==> config.mk <==
export PLATFORM = sky130hd
export DESIGN_NAME = ipv4_first_match_access_list
export DESIGN_NICKNAME = d
export VERILOG_FILES = /design/src/fmacl_pkg.sv /design/src/fmacl_ram.sv /design/src/fmacl_seq.sv /design/src/fmacl_dp.sv /design/src/ipv4_first_match_access_list.sv
export VERILOG_INCLUDE_DIRS = /design/src /design/src/src
export SDC_FILE = /design/constraint.sdc
export NUM_CORES = 1
export LEC_CHECK = 0
export BUFFER_PORTS_ARGS = -buffer_cell sky130_fd_sc_hd__buf_4
export CORE_MARGIN = 2
export CORE_UTILIZATION = 33
export CTS_CLUSTER_DIAMETER = 200
export CTS_CLUSTER_SIZE = 24
export DETAILED_ROUTE_END_ITERATION = 8
export PLACE_DENSITY = 0.5
export SETUP_SLACK_MARGIN = 0.15
export SKIP_CTS_REPAIR_TIMING = 1
export SYNTH_ARGS = -nofsm -noshare
export SYNTH_HDL_FRONTEND = slang
export SYNTH_SLANG_ARGS = --single-unit
export TNS_END_PERCENT = 5
==> constraint.sdc <==
create_clock -name clk -period 6.4 [get_ports clk]
set_clock_uncertainty 0.1 [all_clocks]
set_input_delay 0.32 -clock clk [delete_from_list [all_inputs] [get_ports clk]]
set_output_delay 0.32 -clock clk [all_outputs]
set_load 0.005 [all_outputs]
==> src/ipv4_first_match_access_list_assert.svh <==
// Assertion macros for the access list block.
`ifndef IPV4_FIRST_MATCH_ACCESS_LIST_ASSERT_SVH
`define IPV4_FIRST_MATCH_ACCESS_LIST_ASSERT_SVH

// Same-cycle implication, checked on every rising edge outside reset.
`define FMACL_ASSERT_NOW(label, ante, cons, msg) \
  label: assert property (@(posedge clk) disable iff (!rst_n) (ante) |-> (cons)) \
    else $error(msg);

// Next-cycle implication, checked on every rising edge outside reset.
`define FMACL_ASSERT_NEXT(label, ante, cons, msg) \
  label: assert property (@(posedge clk) disable iff (!rst_n) (ante) |=> (cons)) \
    else $error(msg);

`endif

==> src/fmacl_pkg.sv <==
`default_nettype none

package fmacl_pkg;

  // Item kinds
  localparam logic [1:0] KIND_LOOKUP = 2'd0;
  localparam logic [1:0] KIND_ADD    = 2'd1;
  localparam logic [1:0] KIND_CLEAR  = 2'd2;

  // Field widths
  localparam int ADDR_W   = 32;
  localparam int IN_DATA_W  = 72;
  localparam int OUT_DATA_W = 8;
  localparam int RULE_W   = 2 * ADDR_W + 1;

  // Sequencer steps
  localparam int STEP_W = 3;
  typedef logic [STEP_W-1:0] step_t;
  localparam step_t S_IDLE = 3'd0;
  localparam step_t S_SCAN = 3'd1;
  localparam step_t S_ADD  = 3'd2;
  localparam step_t S_CLR  = 3'd3;
  localparam step_t S_DONE = 3'd4;

  // Jump conditions
  typedef logic [1:0] cond_t;
  localparam cond_t COND_ALWAYS   = 2'd0;
  localparam cond_t COND_DISPATCH = 2'd1;
  localparam cond_t COND_SCAN_END = 2'd2;
  localparam cond_t COND_OUT_FREE = 2'd3;

  // Datapath operations
  typedef logic [2:0] op_t;
  localparam op_t OP_NONE  = 3'd0;
  localparam op_t OP_LATCH = 3'd1;
  localparam op_t OP_SCAN  = 3'd2;
  localparam op_t OP_ADD   = 3'd3;
  localparam op_t OP_CLEAR = 3'd4;
  localparam op_t OP_EMIT  = 3'd5;

  typedef struct packed {
    op_t   op;
    cond_t cond;
    step_t tgt_t;
    step_t tgt_f;
  } ctrl_word_t;

  // Strobes from sequencer to datapath
  typedef struct packed {
    logic latch;
    logic scan;
    logic add;
    logic clear;
    logic emit;
  } dp_ctrl_t;

  // Flags from datapath back to sequencer
  typedef struct packed {
    logic scan_end;
    logic out_free;
  } dp_status_t;

  // Microprogram
  function automatic ctrl_word_t ucode(input step_t step);
    ctrl_word_t w;
    unique case (step)
      S_IDLE:  w = '{op: OP_LATCH, cond: COND_DISPATCH, tgt_t: S_IDLE, tgt_f: S_IDLE};
      S_SCAN:  w = '{op: OP_SCAN,  cond: COND_SCAN_END, tgt_t: S_DONE, tgt_f: S_SCAN};
      S_ADD:   w = '{op: OP_ADD,   cond: COND_ALWAYS,   tgt_t: S_DONE, tgt_f: S_DONE};
      S_CLR:   w = '{op: OP_CLEAR, cond: COND_ALWAYS,   tgt_t: S_DONE, tgt_f: S_DONE};
      S_DONE:  w = '{op: OP_EMIT,  cond: COND_OUT_FREE, tgt_t: S_IDLE, tgt_f: S_DONE};
      default: w = '{op: OP_NONE,  cond: COND_ALWAYS,   tgt_t: S_IDLE, tgt_f: S_IDLE};
    endcase
    return w;
  endfunction

  // Dispatch target for a freshly accepted beat
  function automatic step_t kind_step(input logic [1:0] kind);
    step_t s;
    unique case (kind)
      KIND_LOOKUP: s = S_SCAN;
      KIND_ADD:    s = S_ADD;
      KIND_CLEAR:  s = S_CLR;
      default:     s = S_DONE;
    endcase
    return s;
  endfunction

endpackage

`default_nettype wire

==> src/fmacl_ram.sv <==
`default_nettype none

module fmacl_ram #(
  parameter int WIDTH = 8,
  parameter int DEPTH = 16,
  parameter int AW    = (DEPTH > 1) ? $clog2(DEPTH) : 1
) (
  input  wire logic             clk,
  input  wire logic             wr_en,
  input  wire logic [AW-1:0]    wr_addr,
  input  wire logic [WIDTH-1:0] wr_data,
  input  wire logic             rd_en,
  input  wire logic [AW-1:0]    rd_addr,
  output logic      [WIDTH-1:0] rd_data
);

  logic [WIDTH-1:0] mem [DEPTH];

  always_ff @(posedge clk) begin
    if (wr_en) begin
      mem[wr_addr] <= wr_data;
    end
    if (rd_en) begin
      rd_data <= mem[rd_addr];
    end
  end

endmodule

`default_nettype wire

==> src/fmacl_seq.sv <==
`default_nettype none

module fmacl_seq (
  input  wire logic                  clk,
  input  wire logic                  rst_n,
  input  wire logic                  in_fire,
  input  wire logic [1:0]            in_kind,
  input  wire fmacl_pkg::dp_status_t status,
  output fmacl_pkg::dp_ctrl_t        ctrl,
  output logic                       idle
);

  fmacl_pkg::step_t      step_r, step_nxt;
  fmacl_pkg::ctrl_word_t word;

  assign word = fmacl_pkg::ucode(step_r);
  assign idle = (step_r == fmacl_pkg::S_IDLE);

  // Decode the operation field into strobes
  always_comb begin
    ctrl = '0;
    unique case (word.op)
      fmacl_pkg::OP_LATCH: ctrl.latch = in_fire;
      fmacl_pkg::OP_SCAN:  ctrl.scan  = 1'b1;
      fmacl_pkg::OP_ADD:   ctrl.add   = 1'b1;
      fmacl_pkg::OP_CLEAR: ctrl.clear = 1'b1;
      fmacl_pkg::OP_EMIT:  ctrl.emit  = status.out_free;
      default:             ctrl       = '0;
    endcase
  end

  // Select the next step
  always_comb begin
    unique case (word.cond)
      fmacl_pkg::COND_ALWAYS:   step_nxt = word.tgt_t;
      fmacl_pkg::COND_DISPATCH: step_nxt = in_fire ? fmacl_pkg::kind_step(in_kind) : word.tgt_f;
      fmacl_pkg::COND_SCAN_END: step_nxt = status.scan_end ? word.tgt_t : word.tgt_f;
      fmacl_pkg::COND_OUT_FREE: step_nxt = status.out_free ? word.tgt_t : word.tgt_f;
      default:                  step_nxt = fmacl_pkg::S_IDLE;
    endcase
  end

  always_ff @(posedge clk) begin
    if (!rst_n) begin
      step_r <= fmacl_pkg::S_IDLE;
    end else begin
      step_r <= step_nxt;
    end
  end

endmodule

`default_nettype wire

==> src/fmacl_dp.sv <==
`default_nettype none

module fmacl_dp #(
  parameter int RULE_CAPACITY = 16
) (
  input  wire logic                          clk,
  input  wire logic                          rst_n,
  input  wire fmacl_pkg::dp_ctrl_t           ctrl,
  input  wire logic [fmacl_pkg::ADDR_W-1:0]  in_address,
  input  wire logic [fmacl_pkg::ADDR_W-1:0]  in_netmask,
  input  wire logic                          in_include,
  input  wire logic                          out_ready,
  output fmacl_pkg::dp_status_t              status,
  output logic                               out_valid,
  output logic [2:0]                         out_flags
);

  localparam int AW = (RULE_CAPACITY > 1) ? $clog2(RULE_CAPACITY) : 1;
  localparam int CW = $clog2(RULE_CAPACITY + 1);
  localparam logic [CW-1:0] CAP = CW'(RULE_CAPACITY);

  logic [fmacl_pkg::ADDR_W-1:0] addr_r, mask_r;
  logic                         incl_r;
  logic [CW-1:0]                idx_r, count_r;
  logic                         pend_r;
  logic                         matched_r, accepted_r, add_ok_r;
  logic                         out_valid_r;
  logic [2:0]                   out_flags_r;

  logic [fmacl_pkg::RULE_W-1:0] rd_data;
  logic [fmacl_pkg::ADDR_W-1:0] rd_net, rd_mask;
  logic                         rd_incl;
  logic                         hit, idx_done, scan_end, issue;
  logic                         add_legal, wr_en;

  assign rd_net  = rd_data[fmacl_pkg::ADDR_W-1:0];
  assign rd_mask = rd_data[2*fmacl_pkg::ADDR_W-1:fmacl_pkg::ADDR_W];
  assign rd_incl = rd_data[fmacl_pkg::RULE_W-1];

  // Compare the rule fetched last cycle; fetch the next while none has hit and rules remain
  assign hit      = pend_r && ((addr_r & rd_mask) == rd_net);
  assign idx_done = (idx_r >= count_r);
  assign scan_end = hit || idx_done;
  assign issue    = ctrl.scan && !scan_end;

  assign add_legal = ((addr_r & ~mask_r) == '0) && (count_r < CAP);
  assign wr_en     = ctrl.add && add_legal;

  assign status.scan_end = scan_end;
  assign status.out_free = !out_valid_r || out_ready;

  fmacl_ram #(
    .WIDTH (fmacl_pkg::RULE_W),
    .DEPTH (RULE_CAPACITY),
    .AW    (AW)
  ) u_rules (
    .clk     (clk),
    .wr_en   (wr_en),
    .wr_addr (count_r[AW-1:0]),
    .wr_data ({incl_r, mask_r, addr_r}),
    .rd_en   (issue),
    .rd_addr (idx_r[AW-1:0]),
    .rd_data (rd_data)
  );

  // Item registers and result flags
  always_ff @(posedge clk) begin
    if (ctrl.latch) begin
      addr_r     <= in_address;
      mask_r     <= in_netmask;
      incl_r     <= in_include;
      matched_r  <= 1'b0;
      accepted_r <= 1'b0;
      add_ok_r   <= 1'b0;
    end else begin
      if (ctrl.scan && hit) begin
        matched_r  <= 1'b1;
        accepted_r <= rd_incl;
      end
      if (wr_en) begin
        add_ok_r <= 1'b1;
      end
    end
    if (ctrl.emit) begin
      out_flags_r <= {add_ok_r, matched_r, accepted_r};
    end
  end

  // Control state
  always_ff @(posedge clk) begin
    if (!rst_n) begin
      idx_r       <= '0;
      pend_r      <= 1'b0;
      count_r     <= '0;
      out_valid_r <= 1'b0;
    end else begin
      if (ctrl.latch) begin
        idx_r  <= '0;
        pend_r <= 1'b0;
      end else if (ctrl.scan) begin
        pend_r <= issue;
        if (issue) begin
          idx_r <= idx_r + CW'(1);
        end
      end
      if (ctrl.clear) begin
        count_r <= '0;
      end else if (wr_en) begin
        count_r <= count_r + CW'(1);
      end
      if (ctrl.emit) begin
        out_valid_r <= 1'b1;
      end else if (out_ready) begin
        out_valid_r <= 1'b0;
      end
    end
  end

  assign out_valid = out_valid_r;
  assign out_flags = out_flags_r;

endmodule

`default_nettype wire

==> src/ipv4_first_match_access_list.sv <==
`default_nettype none

// First-match IPv4 access list. Each input beat carries a kind in in_tuser: lookup, add
// rule or clear. An add appends {network, netmask, include} to an ordered table of
// RULE_CAPACITY entries and is refused (add_ok 0) if the network has bits outside the
// mask or the table is full; a clear empties the table; a lookup walks the rules in
// insertion order and the first one with (address & netmask) == network decides accept
// or reject, no match meaning reject. Every beat in gives exactly one result beat out.
// Items are handled one at a time by a small microcoded sequencer. An add or a clear passes
// from the idle step through its own step and the done step back to idle; a lookup stays in
// the scan step until a rule hits or all stored rules are read, because the rule table
// sits in a single-port-read RAM and is read one rule per cycle. A finished result is
// held in an output register until taken; a stalled output holds the sequencer in its
// final step. No clearing pass is needed after reset: the count and control state are reset, not the table.

`include "ipv4_first_match_access_list_assert.svh"

module ipv4_first_match_access_list #(
  parameter int RULE_CAPACITY = 16
) (
  input  wire logic                               clk,
  input  wire logic                               rst_n,
  // in_tdata: address [31:0], netmask [63:32], include_req [64], zero fill [71:65]
  input  wire logic [fmacl_pkg::IN_DATA_W-1:0]    in_tdata,
  // in_tuser: kind [1:0]
  input  wire logic [1:0]                         in_tuser,
  input  wire logic                               in_tvalid,
  output logic                                    in_tready,
  // out_tdata: accepted [0], matched [1], add_ok [2], zero fill [7:3]
  output logic [fmacl_pkg::OUT_DATA_W-1:0]        out_tdata,
  output logic                                    out_tvalid,
  input  wire logic                               out_tready
);

  logic                  in_fire;
  logic                  idle;
  logic [2:0]            out_flags;
  fmacl_pkg::dp_ctrl_t   ctrl;
  fmacl_pkg::dp_status_t status;

  // Take a beat only out of reset and when the sequencer is back at its idle step
  assign in_tready = idle && rst_n;
  assign in_fire   = in_tvalid && in_tready;

  fmacl_seq u_seq (
    .clk     (clk),
    .rst_n   (rst_n),
    .in_fire (in_fire),
    .in_kind (in_tuser),
    .status  (status),
    .ctrl    (ctrl),
    .idle    (idle)
  );

  fmacl_dp #(
    .RULE_CAPACITY (RULE_CAPACITY)
  ) u_dp (
    .clk        (clk),
    .rst_n      (rst_n),
    .ctrl       (ctrl),
    .in_address (in_tdata[31:0]),
    .in_netmask (in_tdata[63:32]),
    .in_include (in_tdata[64]),
    .out_ready  (out_tready),
    .status     (status),
    .out_valid  (out_tvalid),
    .out_flags  (out_flags)
  );

  // Pad the result flags to a whole byte
  assign out_tdata = {{(fmacl_pkg::OUT_DATA_W - 3){1'b0}}, out_flags};

  // A beat taken must leave the block busy in the next cycle
  `FMACL_ASSERT_NEXT(a_busy_after_accept, in_fire, !in_tready, "ready held after accept")
  // Accept only ever comes from a matching rule
  `FMACL_ASSERT_NOW(a_accept_needs_match, out_tvalid && out_tdata[0], out_tdata[1], "bad accept")
  // A stored rule and a lookup hit never share one result
  `FMACL_ASSERT_NOW(a_add_not_lookup, out_tvalid && out_tdata[2], ~|out_tdata[1:0], "add with hit")

endmodule

`default_nettype wire
* Word level (Yosys, flattened, before mapping)
Memories as Yosys holds them, arrays and structs flattened. A register that Yosys moved wholly into a read port is not among the register bits. Cells that the tools add are included.
Word-level totals: bits in registers 86, memory bits (writable) 1040, input port bits 78, output and inout bits 10, logic and storage cells 70, memories 1
Memory list:
- u_dp.u_rules.mem | words 16, width 65, read ports 1, clocked after memory_dff 1, write ports 1, line fmacl_ram.sv:17 | logic [WIDTH-1:0] mem [DEPTH];
Operators by class: add/sub/neg operators 2, order comparisons 2, equality and inequality tests 15, multiplexer cells 15, bitwise logic cells 4, reduce and logical (&&, ||, !) cells 19
Operators by type and width (count):
- bitwise AND 32 bit | 2
- one-hot mux 11 bit (5 select lines) | 1
- == test 32 bit | 1
- zero test 32 bit | 1
- NOT 32 bit | 1
- == test 3 x 2 -> 1 bit, second input constant | 4
- one-hot mux 3 bit (4 select lines) | 1
- adder 5 x 1 -> 5 bit, second input constant | 2
- == test 3 bit, second input constant | 3
- two-way mux 1 bit | 9
- two-way mux 3 bit | 3
- one-hot mux 3 bit (3 select lines) | 1
- logical AND 1 bit | 7
- == test 2 bit, second input constant | 3
- == test 3 x 1 -> 1 bit, second input constant | 2
- >= comparator 5 bit | 1
- less-than comparator 5 bit, second input constant | 1
- == test 2 x 1 -> 1 bit, second input constant | 2
- zero test 2 bit | 2
- OR reduction 2 bit | 2
- zero test 3 bit | 1
- zero test 1 bit | 2
- logical OR 1 bit | 2
- AND reduction 2 bit | 1
- other kinds (2) | 2

* Logic depth before layout (Yosys ltp)
word-level depth 7, depth in mapped cells 11, mapped depth without buffers 9

* Cells and area by module
Synthesis repeated with hierarchy kept, for this count alone.
Unflattened totals: cell total of the unflattened synthesis 1998, area total of the unflattened synthesis 44886.8 µm²
By module, submodules not included:
- fmacl_ram | instances 1, cells each 1673, area an instance 40890.5 µm², sequential area each 33181.8 µm²
- fmacl_dp | instances 1, cells each 289, area an instance 3688.5 µm², sequential area each 2342.2 µm²
- fmacl_seq | instances 1, cells each 28, area an instance 254.0 µm², sequential area each 60.1 µm²
- ipv4_first_match_access_list | instances 1, cells each 8, area an instance 53.8 µm², sequential area each 0.0 µm²

* Least setup slack after synthesis
No wires, ideal clock.
path type register to register, start point reg u_dp.mask_r[3] in the netlist's numbering, end point mem u_dp.u_rules.mem[3][0] in the netlist's numbering, enable pin, setup time 0.568 ns, arrival 6.012 ns, data required time 5.732 ns, slack -0.280 ns, cell stages (with the launch flop) 8, path buffers 1, period minus slack after synthesis 6.680 ns, cell sequence edfxtp_1 nand2b_1 o2111ai_1 a2111oi_0 and4_1 buf_2 nand2_1 nor3_1
On the way: word-level cells in the longest chain between the ends 7
RTL lines:
- start, declared | line fmacl_dp.sv:22 | logic [fmacl_pkg::ADDR_W-1:0] addr_r, mask_r;
- start signal, assigned | line fmacl_dp.sv:70 | mask_r <= in_netmask;
- NOT 32 bit | line fmacl_dp.sv:46 | assign add_legal = ((addr_r & ~mask_r) == '0) && (count_r < CAP);
- bitwise AND 32 bit | line fmacl_dp.sv:46
- zero test 32 bit | line fmacl_dp.sv:46
- logical AND 1 bit | line fmacl_dp.sv:46
- logical AND 1 bit | line fmacl_dp.sv:47 | assign wr_en = ctrl.add && add_legal;
- two-way mux 1 bit | line fmacl_ram.sv:20 | if (wr_en) begin
- two-way mux 1 bit (not written as such) | line fmacl_ram.sv:21 | mem[wr_addr] <= wr_data;
- end, declared | line fmacl_ram.sv:17
Every way passes these cells.

* Final worst setup path
start point reg u_dp.mask_r[3] in the netlist's numbering, end point mem u_dp.u_rules.mem[7][52] in the netlist's numbering, enable pin
The elaborated chain is that of the path after synthesis.

==> reports/qor.yml <==
setup_path:
  reg2regPathDepth: 7
  cp_top_family: "simple AND/OR/NAND/NOR gates"
  critical_path.max_stage_delay_ps: 880
  crit_path_cell_trace: "nand2b_1 > o2111ai_1 > a2111oi_0 > and4_1 > nand2_1 > nor2_4 > buf_4"
  startpoint_type: "register"
  cp-end-kind: "register"
  worstPathArrival_ps: 4780
  worstPathRequired_ps: 6610
  critPathKind: "register to register"
  reg2reg_from: "u_dp.mask_r[3]$_DFFE_PP_"
  r2r_end: "u_dp.u_rules.mem[7][52]$_DFFE_PP_"
  rrSetupSlack_ps: 1830
  path_depth: 7
  path_buf_inv: 1
  crit_fanout: 25
  critPathSlowestCell: "a2111oi_0"
  startpoint: "u_dp.mask_r[3]$_DFFE_PP_"
clocking:
  cts_max_level: 2
  cts_tree: "yes"
  clock-sinks: 1191
  cts-root-buf: "clkbuf_16"
  path_clk_slew_ps: 100
  numCtsBuffers: 55
  cts_buffer_depth: 3
  clk_latency_ps: 690
placement:
  pre_cts_ws_ps: 1870
  io_buffers: 75
  routabilityCongestion: 0.738
  dp_hpwl_um: 56000
  dp.cells: 3666
outcome:
  outcome: "finished clean"
routing:
  dr.pass1.iters: 6
  vias_per_cell: 5.09
  wl_per_cell_um: 27.8
  via_count: 19400
  drt_wl_total_um: 106000
  ant_nets: 0
  drc: 0
  drt-initial-drc-count: 1964
synthesis:
  syn_area_um2: 44700
  synth_cell_type_count: 44
  synth-edff-count: 1173
  synth_cells: 1844
  synth-seq-cells: 1191
  syn_avg_cell_area_um2: 24.3
  ys_seq_area_frac: 0.796
  synth-main-ff-cell: "edfxtp_1"
  async_reset_ff_frac: 0
  ys_warn_count: 0
sta:
  fin_crit_ps: 4570
  fin_ws_ps: 1830
  timing.slew.headroom: 0.131
  drv_slew: 0
  hold_ws_ps: 8.25
  setup_viol: 0
  clock.fmax_mhz: 219
  finalCritPeriodShare: 0.715
  rsz0062_at_grt: "false"
  setup_tns_ps: 0
  tightest_slew_ps: 1300
  hold_violations: 0
die:
  pin_count: 88
  die_area_um2: 138000
  core_um2: 135000
  dieWidth_um: 372
  initial_core_util: 0.331
  die_h_um: 372
  num_rows: 135
worst_hold_path:
  min_path_type: "input port to register"
  hold_start: "in_tuser[0]"
  hold_path_depth: 4
  holdPathEnd: "u_seq.step_r[1]$_SDFF_PN0_"
final_layout:
  final_nets: 2101
  final_cells: 3807
  fill_cells: 12100
  final_layout_size_suffix_gt1_frac: 0.261
  area_delta_synth_final_pct: 11.7
power:
  power.switching_mw: 2.48
  power_density_nw_per_um2: 255
  worst_ir_drop_vdd_uv: 203
  p_sw_frac: 0.195
  seqPwrFrac: 0.680
  clockPowerShare: 0.308
  power_leakage_nw: 14.6
  power_mw: 12.7
  p_int_mw: 10.2
  comb_power_share: 0.012
global_route:
  grt_overflow: 0
  grt_pass1_vias: 20000
  grt_usage: 0.153
  grt_pass1_wl_um: 150000
  grt_max_degree: 134
  antenna_found_initial: 10
flow_run:
  maxCapViolCount: 0
routing by layer:
layer  vias up  GRT usage  part of all wire
met5         -          0                 0
met2       455      0.254              0.49
met4         0     0.0354             0.019
met1     10700      0.215              0.44
li1       8094          -                 -
met3        90     0.0210             0.046
synthesized netlist by cell type, drive strengths merged, types with 11 or more instances:
library cell / instances / area share
a21oi: 14 / 0.0016
buf: 32 / 0.0035
clkbuf: 52 / 0.0044
dfxtp: 18 / 0.0081
edfxtp: 1173 / 0.79
ha: 13 / 0.0036
inv: 34 / 0.0029
mux4: 325 / 0.16
nand2: 36 / 0.0030
nand2b: 11 / 0.0015
nor2: 24 / 0.0020
xor2: 23 / 0.0045
power by group through the flow:
| stage | Clock [mW] | Combinational (mW) | Sequential (mW) |
|---|---|---|---|
| floorplan | 0 | 0.0343 | 8.79 |
| finish | 3.92 | 0.150 | 8.66 |
| CTS | 4.07 | 0.120 | 8.66 |
| detailed placement | 0 | 0.120 | 8.84 |
| global route | 4.28 | 0.163 | 8.67 |
| global placement | 0 | 0.120 | 8.83 |
tightest hold or removal path, cell delays in order:
cell,delay [ps]
buf_4,120
inv_1,70
ha_1,140
and3_1,130
how the worst max path moves through the flow:
| stage | endpoint | slack, ps |
|---|---|---|
| finish | u_dp.u_rules.mem[7][52]$_DFFE_PP_ | 1830 |
| global route | u_dp.u_rules.rd_data[49]$_DFFE_PP_ | 1510 |
| CTS | u_dp.u_rules.mem[7][52]$_DFFE_PP_ | 1840 |
| detailed placement | u_dp.u_rules.mem[7][31]$_DFFE_PP_ | 1870 |
| global placement | u_dp.u_rules.rd_data[49]$_DFFE_PP_ | 1970 |
| floorplan | u_dp.u_rules.mem[0][0]$_DFFE_PP_ | -250 |
through the flow:
stage                     utilization  instance area [um2]
final                           0.370                49900
after global routing            0.370                49900
after CTS                       0.365                49300
after detailed placement        0.354                47800
after global placement          0.354                47800
after floorplan                     -                44700
registers in the layout, summed over array words and instances, names as in the netlist, 3 cells and up:
name                  cells
u_seq.step_r              3
u_dp.count_r              5
u_dp.addr_r              32
u_dp.out_flags            3
u_dp.u_rules.mem       1040
u_dp.u_rules.rd_data     65
u_dp.idx_r                5
u_dp.mask_r              32
area by class of cell:
cell class                      count  area (um2)  area share
Multi-Input combinational cell    539        8800       0.176
Antenna cell                        3        7.51    0.000150
Clock buffer                       69        1470      0.0295
Inverter                           34         129     0.00258
Timing Repair Buffer              189        1700      0.0341
Sequential cell                  1191       35600       0.713
Clock inverter                      1        11.3    0.000225
Tap cell                         1781        2230      0.0446
logic make-up after synthesis:
kind of cell / count (synthesis) / share of synthesized area
DFF: 1191 / 0.796
and+or+nand+nor: 117 / 0.0130
buffers and inverters: 118 / 0.0107
adders and majority gates: 13 / 0.00364
xor gates and xnor gates: 26 / 0.00509
AOI/OAI and AO/OA: 51 / 0.00767
other: 1 / 0.0000839
muxes: 327 / 0.164
placed cells by master, fill, tap and decap left out, drive strengths merged, types with 2 or more instances in the layout:
cell	netlist	routed
ha	13	13
buf	32	121
clkbuf	52	69
o31ai	3	3
nor2	24	24
xor2	23	23
nand2b	11	11
o21ai	4	4
o22a	2	2
dlygate4sd3	0	68
and3	7	7
o2111ai	3	3
a21boi	2	2
mux4	325	325
conb	1	5
mux2i	2	2
nor4	5	5
nor3	6	6
edfxtp	1173	1173
a21o	5	5
diode	0	3
nand2	36	36
nor3b	2	2
nand4	7	7
nand3	8	8
a211oi	2	2
and3b	2	2
nor2b	3	3
a21oi	14	14
inv	34	34
or4	3	3
dfxtp	18	18
o22ai	9	9
xnor2	3	3
(Power assumes the default switching activity.)
